===== src/design/texture_coordinate_tiler_unit_macros.svh =====
// assertion macros for the texture coordinate tiler
`ifndef TEXTURE_COORDINATE_TILER_UNIT_MACROS_SVH
`define TEXTURE_COORDINATE_TILER_UNIT_MACROS_SVH
`ifndef NO_ASSERTIONS
`define TCT_ASSERT_ALWAYS(lbl, ck, rn, expr) \
  lbl: assert property (@(posedge ck) disable iff (!rn) (expr)) else $error("tct check failed");
`define TCT_ASSERT_NEXT(lbl, ck, rn, ante, cons) \
  lbl: assert property (@(posedge ck) disable iff (!rn) (ante) |=> (cons)) \
    else $error("tct check failed");
`else
`define TCT_ASSERT_ALWAYS(lbl, ck, rn, expr)
`define TCT_ASSERT_NEXT(lbl, ck, rn, ante, cons)
`endif
`endif


===== src/design/tct_pkg.sv =====
// shared types and constants for the texture coordinate tiler
package tct_pkg;
  localparam int MaxTextureDim = 4096;
  localparam int MaxScreenDim  = 4096;
  localparam int FracBits      = 17;
  localparam int DimW          = 13;
  localparam int DivW          = DimW + 1;
  localparam int QuotW         = 30;
  localparam int BitsPerStage  = 5;
  localparam int RemStages     = QuotW / BitsPerStage;

  typedef enum logic [1:0] {
    MODE_CLAMP  = 2'd0,
    MODE_REPEAT = 2'd1,
    MODE_MIRROR = 2'd2,
    MODE_SPARE  = 2'd3
  } tile_mode_t;

  typedef enum logic [2:0] {
    REG_XX = 3'd0, REG_XY = 3'd1, REG_XT = 3'd2, REG_YX = 3'd3,
    REG_YY = 3'd4, REG_YT = 3'd5, REG_MODE = 3'd6, REG_EXTENT = 3'd7
  } reg_idx_t;

  typedef struct packed {
    logic [DimW-1:0]  rem;
    logic [QuotW-1:0] dvd;
    logic             neg;
    logic             fnz;
    logic [DimW-1:0]  clampv;
  } rem_t;
endpackage


===== src/design/tct_rem_stage.sv =====
// one stage of the pipelined remainder unit, several dividend bits per stage
module tct_rem_stage (
  input  logic                  clk,
  input  logic                  en,
  input  logic [tct_pkg::DivW-1:0] div,
  input  tct_pkg::rem_t         d_in,
  output tct_pkg::rem_t         d_out_r
);
  import tct_pkg::*;

  rem_t d_nxt;

  always_comb begin
    logic [DivW-1:0] t;
    d_nxt = d_in;
    for (int i = 0; i < BitsPerStage; i++) begin
      t = {d_nxt.rem, d_nxt.dvd[QuotW-1]};
      d_nxt.dvd = {d_nxt.dvd[QuotW-2:0], 1'b0};
      if (t >= div) begin
        t = t - div;
      end
      d_nxt.rem = t[DimW-1:0];
    end
  end

  always_ff @(posedge clk) begin
    if (en) begin
      d_out_r <= d_nxt;
    end
  end
endmodule


===== config.mk =====
export PLATFORM = sky130hd
export DESIGN_NAME = tct_rem_stage
export DESIGN_NICKNAME = d
export VERILOG_FILES = /design/src/design/texture_coordinate_tiler_unit_macros.svh /design/src/design/tct_pkg.sv /design/src/design/tct_rem_stage.sv
export SDC_FILE = /design/constraint.sdc
export NUM_CORES = 1
export LEC_CHECK = 0
export BUFFER_PORTS_ARGS = -buffer_cell sky130_fd_sc_hd__buf_2
export CAP_MARGIN = 20
export CELL_PAD_IN_SITES_DETAIL_PLACEMENT = 2
export CELL_PAD_IN_SITES_GLOBAL_PLACEMENT = 2
export CORE_MARGIN = 2
export CORE_UTILIZATION = 34
export CTS_CLUSTER_DIAMETER = 40
export DETAILED_ROUTE_END_ITERATION = 10
export PLACE_DENSITY_LB_ADDON = 0.1
export RECOVER_POWER = 100
export SYNTH_ARGS = -nofsm -noshare
export SYNTH_HDL_FRONTEND = slang
export SYNTH_SLANG_ARGS = --single-unit

===== constraint.sdc =====
create_clock -name clk -period 14.7 [get_ports clk]
set_input_delay 2.94 -clock clk [delete_from_list [all_inputs] [get_ports clk]]
set_output_delay 2.94 -clock clk [all_outputs]
set_load 0.02 [all_outputs]

Word-level counts from Yosys, hierarchy flattened
Index checks and enable logic that the tools add are counted.

Add/subtract/negate cells: 5. $lt $le $gt $ge: 5. Mux-type cells: 5.

Operators by type and width (number): greater-or-equal comparator 14 bit (5); 2-to-1 mux 13 bit (5); subtractor 13 bit (5).

Flip-flop bits (word level): 53. Input port bits: 74. Output and inout bits: 58.

Longest topological paths before layout
Gate-level depths: netlist (run 1).

Word-level depth: 10. Gate-level depth with buffers: 47.

Worst setup path before layout (run 1)
OpenSTA, ideal clock, no wires.

Path type: in2reg. Start point: input port d_in[44] (netlist name). End point: register d_out_r[47] (netlist name) (data pin). Data arrival time: 12228 ps. Path slack: 2212 ps. Stages on the path: 43. Path buffers: 3. Cells stage by stage: inv_1 > ha_1 > inv_1 > fa_1 > a21o_1 > a22o_4 > o31a_4 > or3_1 > o21a_1 > ha_1 > a21oi_1 > o21ai_0 > a31o_2 > a21o_1 > nand3_1 > nand2_1 > xor2_1 > mux2_2 > (+7 left out) > a21oi_1 > fa_1 > nor2b_1 > o21ai_1 > nand2_1 > a21oi_2 > o21ai_1 > o41ai_4 > buf_4 > mux2i_1 > ha_1 > or3_1 > o21ai_0 > a31o_2 > o21ai_2 > o41a_4 > o41ai_4 > mux2_2.

RTL lines: from (decl) (RTL line tct_rem_stage.sv:6) `input tct_pkg::rem_t d_in,`; to (signal assigned) (RTL line tct_rem_stage.sv:28) `d_out_r <= d_nxt;`; to (decl) (RTL line tct_rem_stage.sv:7) `output tct_pkg::rem_t d_out_r`.

==> results.json, run 1 <==
{
  "outcome": "complete, but fails checks",
  "violations": "capacitance limit, slew limit",
  "ctsResizeCount": 0,
  "die_area_um2": 17800,
  "min_period_over_period_pct": 94.8,
  "placed_area_um2": 6570,
  "initial_core_util_pct": 34.6,
  "period_minus_slack_ns": 13.94,
  "antenna_cells": 0,
  "p_leak_nw": 2.88,
  "setup_viol": 0,
  "tritoncts": "done",
  "max_slew.worst_pin.slew_ns": 1.83,
  "cts_made_buffers": 5,
  "yosysMostFrequentCell": "ha_1",
  "max_cap_viol_count": 1,
  "grt_max_degree": 54,
  "track_usage_pct": 21.9,
  "synth_flop_cell": "edfxtp_1",
  "pwr_density_cell_nw_per_um2": 281,
  "worstSetupStartpointType": "input pin",
  "final_util_pct": 40.4,
  "vias": 5180,
  "rsz0062_at_grt": "no",
  "fin_setup_tns_ns": 0,
  "antenna_found_initial": 0,
  "path_class": "input pin to flop",
  "dr.first_iter.drc_count": 151,
  "areaGrowthSynthToFinish_pct": 16.6,
  "cp_common_cell": "ha_1",
  "fin_nets": 876,
  "pre_cts_slack_ns": 0.479,
  "crit_arrival_ns": 13.98,
  "min_from": "d_in[19]",
  "max_stage_delay_ns": 0.62,
  "wl_per_cell_um": 20.5,
  "synth_top_cell_area_share_pct": 27.9,
  "timing.critical_path.from": "div[1]",
  "vias_per_cell": 5.46,
  "grt_pass1_wl_mm": 31.1,
  "place_congestion": 0.836,
  "clock_path_buffers": 2,
  "grt_pass1_vias": 5798,
  "netlist_area_um2": 5700,
  "cp_max_fo": 19,
  "firstDrtPassIters": 4,
  "finalHoldViolCount": 0,
  "design_area_um2": 6650,
  "ys_seq_elements": 53,
  "worst_slack_ns": 0.762,
  "totalWireLength_mm": 19.5,
  "yosysSeqAreaShare_pct": 27.9,
  "async_reset_ff_share_pct": 0,
  "cts.sinks": 53,
  "postCtsSetupBuffers": 0,
  "drt.antenna.violating_nets": 0,
  "vdd_drop_max_mv": 0.134,
  "portBuffers": 126,
  "crit_path_top_delay_cell": "o41ai_4",
  "largestRegisters": "d_out_r (53)",
  "synth_edf_count": 53,
  "largest_register_ffs": 53,
  "drv_slew": 33,
  "core_um2": 16500,
  "clk_pin_slew_ns": 0.07,
  "yosys_warnings": 0,
  "pin_count": 132,
  "dpl.hpwl_mm": 16.4,
  "fp.dieW_um": 134,
  "synthDistinctLibCells": 71,
  "syn_inst": 598,
  "globalRoute.totalOverflow": 0,
  "holdBufCountCts": 0,
  "drive_above_1_share_pct": 18.4,
  "synth_area_leaders": "edfxtp_1, ha_1, mux2_2",
  "core.rowCount": 47,
  "synth_area_leader_cell": "edfxtp_1",
  "synth_area_per_cell_um2": 9.54,
  "die_y_um": 134,
  "drc_errors": 0,
  "cp-end-kind": "flop",
  "slew_headroom_pct": -21.9,
  "hold_path.class": "input pin to flop",
  "cts_root_buffer": "clkbuf_16",
  "htree_levels": 2,
  "top_register": "d_out_r",
  "ys_top_cells_by_count": "ha_1, edfxtp_1, a21oi_1",
  "crit_required_ns": 14.75,
  "power.total_mw": 1.87,
  "clock.fmax_ghz": 0.0717
}
## power breakdown
| part | total [mW] | leakage [nW] | switching, mW | internal, mW |
|---|---|---|---|---|
| Sequential | 0.243 | 0.519 | 0.00760 | 0.236 |
| Clock | 0.119 | 0.0738 | 0.0557 | 0.0635 |
| Combinational | 1.51 | 2.29 | 0.858 | 0.650 |
## logic make-up after synthesis
family,after synthesis,share of synthesized area (%)
buffers and inverters,46,3.64
adder cells (fa/ha/maj),75,17.1
multiplexers,31,6.01
AO/OA/AOI/OAI,188,23.6
other,1,0.0658
flip-flops,53,27.9
XOR/XNOR,43,6.60
AND/OR/NAND/NOR,161,15.1
## path summary, 6_finish.rpt
check | slack [ns] | to | cells after the start
setup / recovery | 0.76 | d_out_r[48] | 37
hold / removal | 2.82 | d_out_r[24] | 1
## metrics by stage
stage	cells	hold WS, ns
6_report	948	2.82
4_1_cts	947	2.81
3_3_place_gp	939	3.12
3_5_place_dp	939	3.12
2_1_floorplan	602	3.04
5_1_grt	948	2.81
## critical path: cells and delay by family
family	cells	cell delay [ns]
compound gates	18	5.38
simple gates	5	1.15
fa+ha+maj	5	1.85
buf+inv	5	1.25
mux	4	1.38
## routing by layer
layer  share of wire (%)  track usage (%)  vias up  wire length [µm]
li1                    -                -     2514                 -
met1                  42             25.8     2560              8210
met2                  54             42.6       87             10500
met3                 2.6             2.02       19               502
met4                 1.6             5.08        0               311
met5                   0                0        -                 0
## cell usage in the layout (no fill, tap or decap), types with 4 or more instances in the layout
cell / Yosys / routed
a211oi_1: 10 / 10
a21o_1: 22 / 22
a21oi_1: 43 / 44
a31oi_1: 11 / 11
and3_1: 6 / 6
buf_2: 4 / 71
buf_4: 6 / 4
clkbuf_1: 2 / 55
clkbuf_16: 0 / 5
conb_1: 1 / 5
edfxtp_1: 53 / 53
fa_1: 5 / 5
ha_1: 70 / 70
inv_1: 33 / 33
mux2_2: 22 / 22
mux2i_1: 8 / 8
nand2_1: 36 / 36
nand2b_1: 5 / 5
nand3_1: 12 / 12
nand3b_1: 4 / 4
nand4_1: 7 / 7
nor2_1: 28 / 28
nor2b_1: 13 / 13
nor3_1: 23 / 23
o21a_1: 19 / 19
o21ai_0: 30 / 30
o21ai_1: 4 / 4
o31ai_1: 5 / 5
or2_2: 8 / 8
or3_1: 6 / 6
xnor2_1: 24 / 24
xor2_1: 19 / 19
## layout make-up
cell class                 instances  area [µm²]
clock buffer                       5         125
clock inverter                     3        22.5
fill                            1880        9820
inverter                          33         124
multi-input combinational        503        3920
sequential                        53        1590
tap                              220         275
timing repair buffer             131         597
Note: power is estimated with default switching activity, not from simulation.
==> run 2, diff against run 1 <==
Settings changed: ABC_AREA set to 0, CORE_ASPECT_RATIO set to 1.1.
==> run 2 against run 1 <==
Compared with the run above: routed wire length fell by 2.1%; sequential power barely moved; setup slack improved by 0.086 ns; final cell count fell by 1.7%; critical path type unchanged; highest routed layer unchanged; core utilization rose by 0.17 points; the flow still finishes with violations (capacitance limit, slew limit); total power fell by 0.13%; final area fell by 0.17%; flip-flop and latch count did not move; sequential share of layout area barely moved; largest power group unchanged; hold slack improved by 0.0028 ns.
==> results.json, run 2 (synthesis results as in run 1) <==
{
  "min_period_over_period_pct": 94.2,
  "antenna_cells": 0,
  "cts_root_buffer": "clkbuf_16",
  "core.rowCount": 49,
  "placed_area_um2": 6560,
  "fin_nets": 876,
  "fillerInstances": 1826,
  "largest_register_ffs": 53,
  "max_cap_viol_count": 1,
  "drv_slew": 54,
  "layout_commonest_cell": "buf_2",
  "violations": "capacitance limit, slew limit",
  "cts_made_buffers": 5,
  "antenna_found_initial": 0,
  "totalWireLength_mm": 19.1,
  "portBuffers": 126,
  "slew_headroom_pct": -88.5,
  "p_leak_nw": 2.87,
  "clk_pin_slew_ns": 0.07,
  "layout_common_cells": "buf_2, ha_1, clkbuf_1, edfxtp_1, a21oi_1",
  "clock_path_buffers": 2,
  "globalRoute.totalOverflow": 0,
  "track_usage_pct": 21.6,
  "pwr_density_cell_nw_per_um2": 281,
  "crit_arrival_ns": 13.88,
  "holdBufCountCts": 0,
  "initial_core_util_pct": 34.8,
  "cp-end-kind": "flop",
  "outcome": "complete, but fails checks",
  "dr.first_iter.drc_count": 153,
  "drc_errors": 0,
  "grt_pass1_vias": 5826,
  "grt_pass1_wl_mm": 30.8,
  "finalHoldViolCount": 0,
  "drt.antenna.violating_nets": 0,
  "postCtsSetupBuffers": 0,
  "crit_required_ns": 14.73,
  "wl_per_cell_um": 20.5,
  "rsz0062_at_grt": "no",
  "path_class": "input pin to flop",
  "largestRegisters": "d_out_r (53)",
  "vdd_drop_max_mv": 0.126,
  "pin_count": 132,
  "place_congestion": 0.927,
  "timing.critical_path.from": "div[1]",
  "hold_path.class": "input pin to flop",
  "design_area_um2": 6640,
  "die_y_um": 140,
  "period_minus_slack_ns": 13.85,
  "firstDrtPassIters": 4,
  "max_stage_delay_ns": 0.68,
  "max_slew.worst_pin.slew_ns": 2.83,
  "ctsResizeCount": 0,
  "clock.fmax_ghz": 0.0722,
  "drive_above_1_share_pct": 18.5,
  "top_register": "d_out_r",
  "worstSetupStartpointType": "input pin",
  "setup_viol": 0,
  "die_area_um2": 17800,
  "areaGrowthSynthToFinish_pct": 16.4,
  "grt_max_degree": 54,
  "dpl.hpwl_mm": 16.3,
  "tritoncts": "done",
  "crit_path_top_delay_cell": "o41ai_4",
  "vias": 5185,
  "fp.dieW_um": 127,
  "core_um2": 16400,
  "cp_max_fo": 19,
  "htree_levels": 2,
  "cp_common_cell": "ha_1",
  "min_from": "d_in[13]",
  "cts.sinks": 53,
  "fin_setup_tns_ns": 0,
  "vias_per_cell": 5.56
}
==> run 2: final timing paths <==
check | end | slack (ns) | depth (start not counted)
max | d_out_r[48] | 0.85 | 37
min | d_out_r[13] | 2.82 | 1
==> run 2: metal layers <==
| layer | GRT usage (%) | vias up | part of all wire, % |
|---|---|---|---|
| met5 | 0 | - | 0 |
| li1 | - | 2514 | - |
| met1 | 24.6 | 2557 | 41 |
| met4 | 4.80 | 0 | 1.4 |
| met3 | 1.42 | 17 | 2.7 |
| met2 | 43.1 | 97 | 55 |
==> run 2: final cells by class <==
| cell class | count | area (µm²) | area share (%) |
|---|---|---|---|
| Clock buffer | 5 | 125 | 1.88 |
| Multi-Input combinational cell | 503 | 3920 | 59.0 |
| Timing Repair Buffer | 131 | 598 | 9.01 |
| Clock inverter | 3 | 26.3 | 0.396 |
| Tap cell | 204 | 255 | 3.84 |
| Inverter | 33 | 124 | 1.87 |
| Sequential cell | 53 | 1590 | 24.0 |
==> run 2: critical path, delay by kind of cell <==
| kind | cells | cell delay [ns] |
|---|---|---|
| adders and majority gates | 5 | 1.89 |
| buffers and inverters | 5 | 1.23 |
| AOI/OAI and AO/OA | 19 | 5.81 |
| and+or+nand+nor | 4 | 0.67 |
| muxes | 4 | 1.31 |
==> run 2: power breakdown <==
part | internal [mW] | switching, mW
registers | 0.236 | 0.00848
logic | 0.648 | 0.857
clock network | 0.0643 | 0.0537
==> run 2: per-stage QoR <==
stage | hold slack, ns | worst slack (ns) | utilization (%) | power [mW] | std cells
6_report | 2.82 | 0.849 | 40.6 | 1.87 | 932
3_3_place_gp | 3.12 | 0.879 | 40.1 | 1.67 | 924
3_5_place_dp | 3.12 | 0.606 | 40.1 | 1.75 | 924
2_1_floorplan | 3.04 | 2.21 | - | 1.39 | 602
4_1_cts | 2.81 | 0.839 | 41.0 | 1.89 | 932
5_1_grt | 2.81 | 0.108 | 40.6 | 2.03 | 932
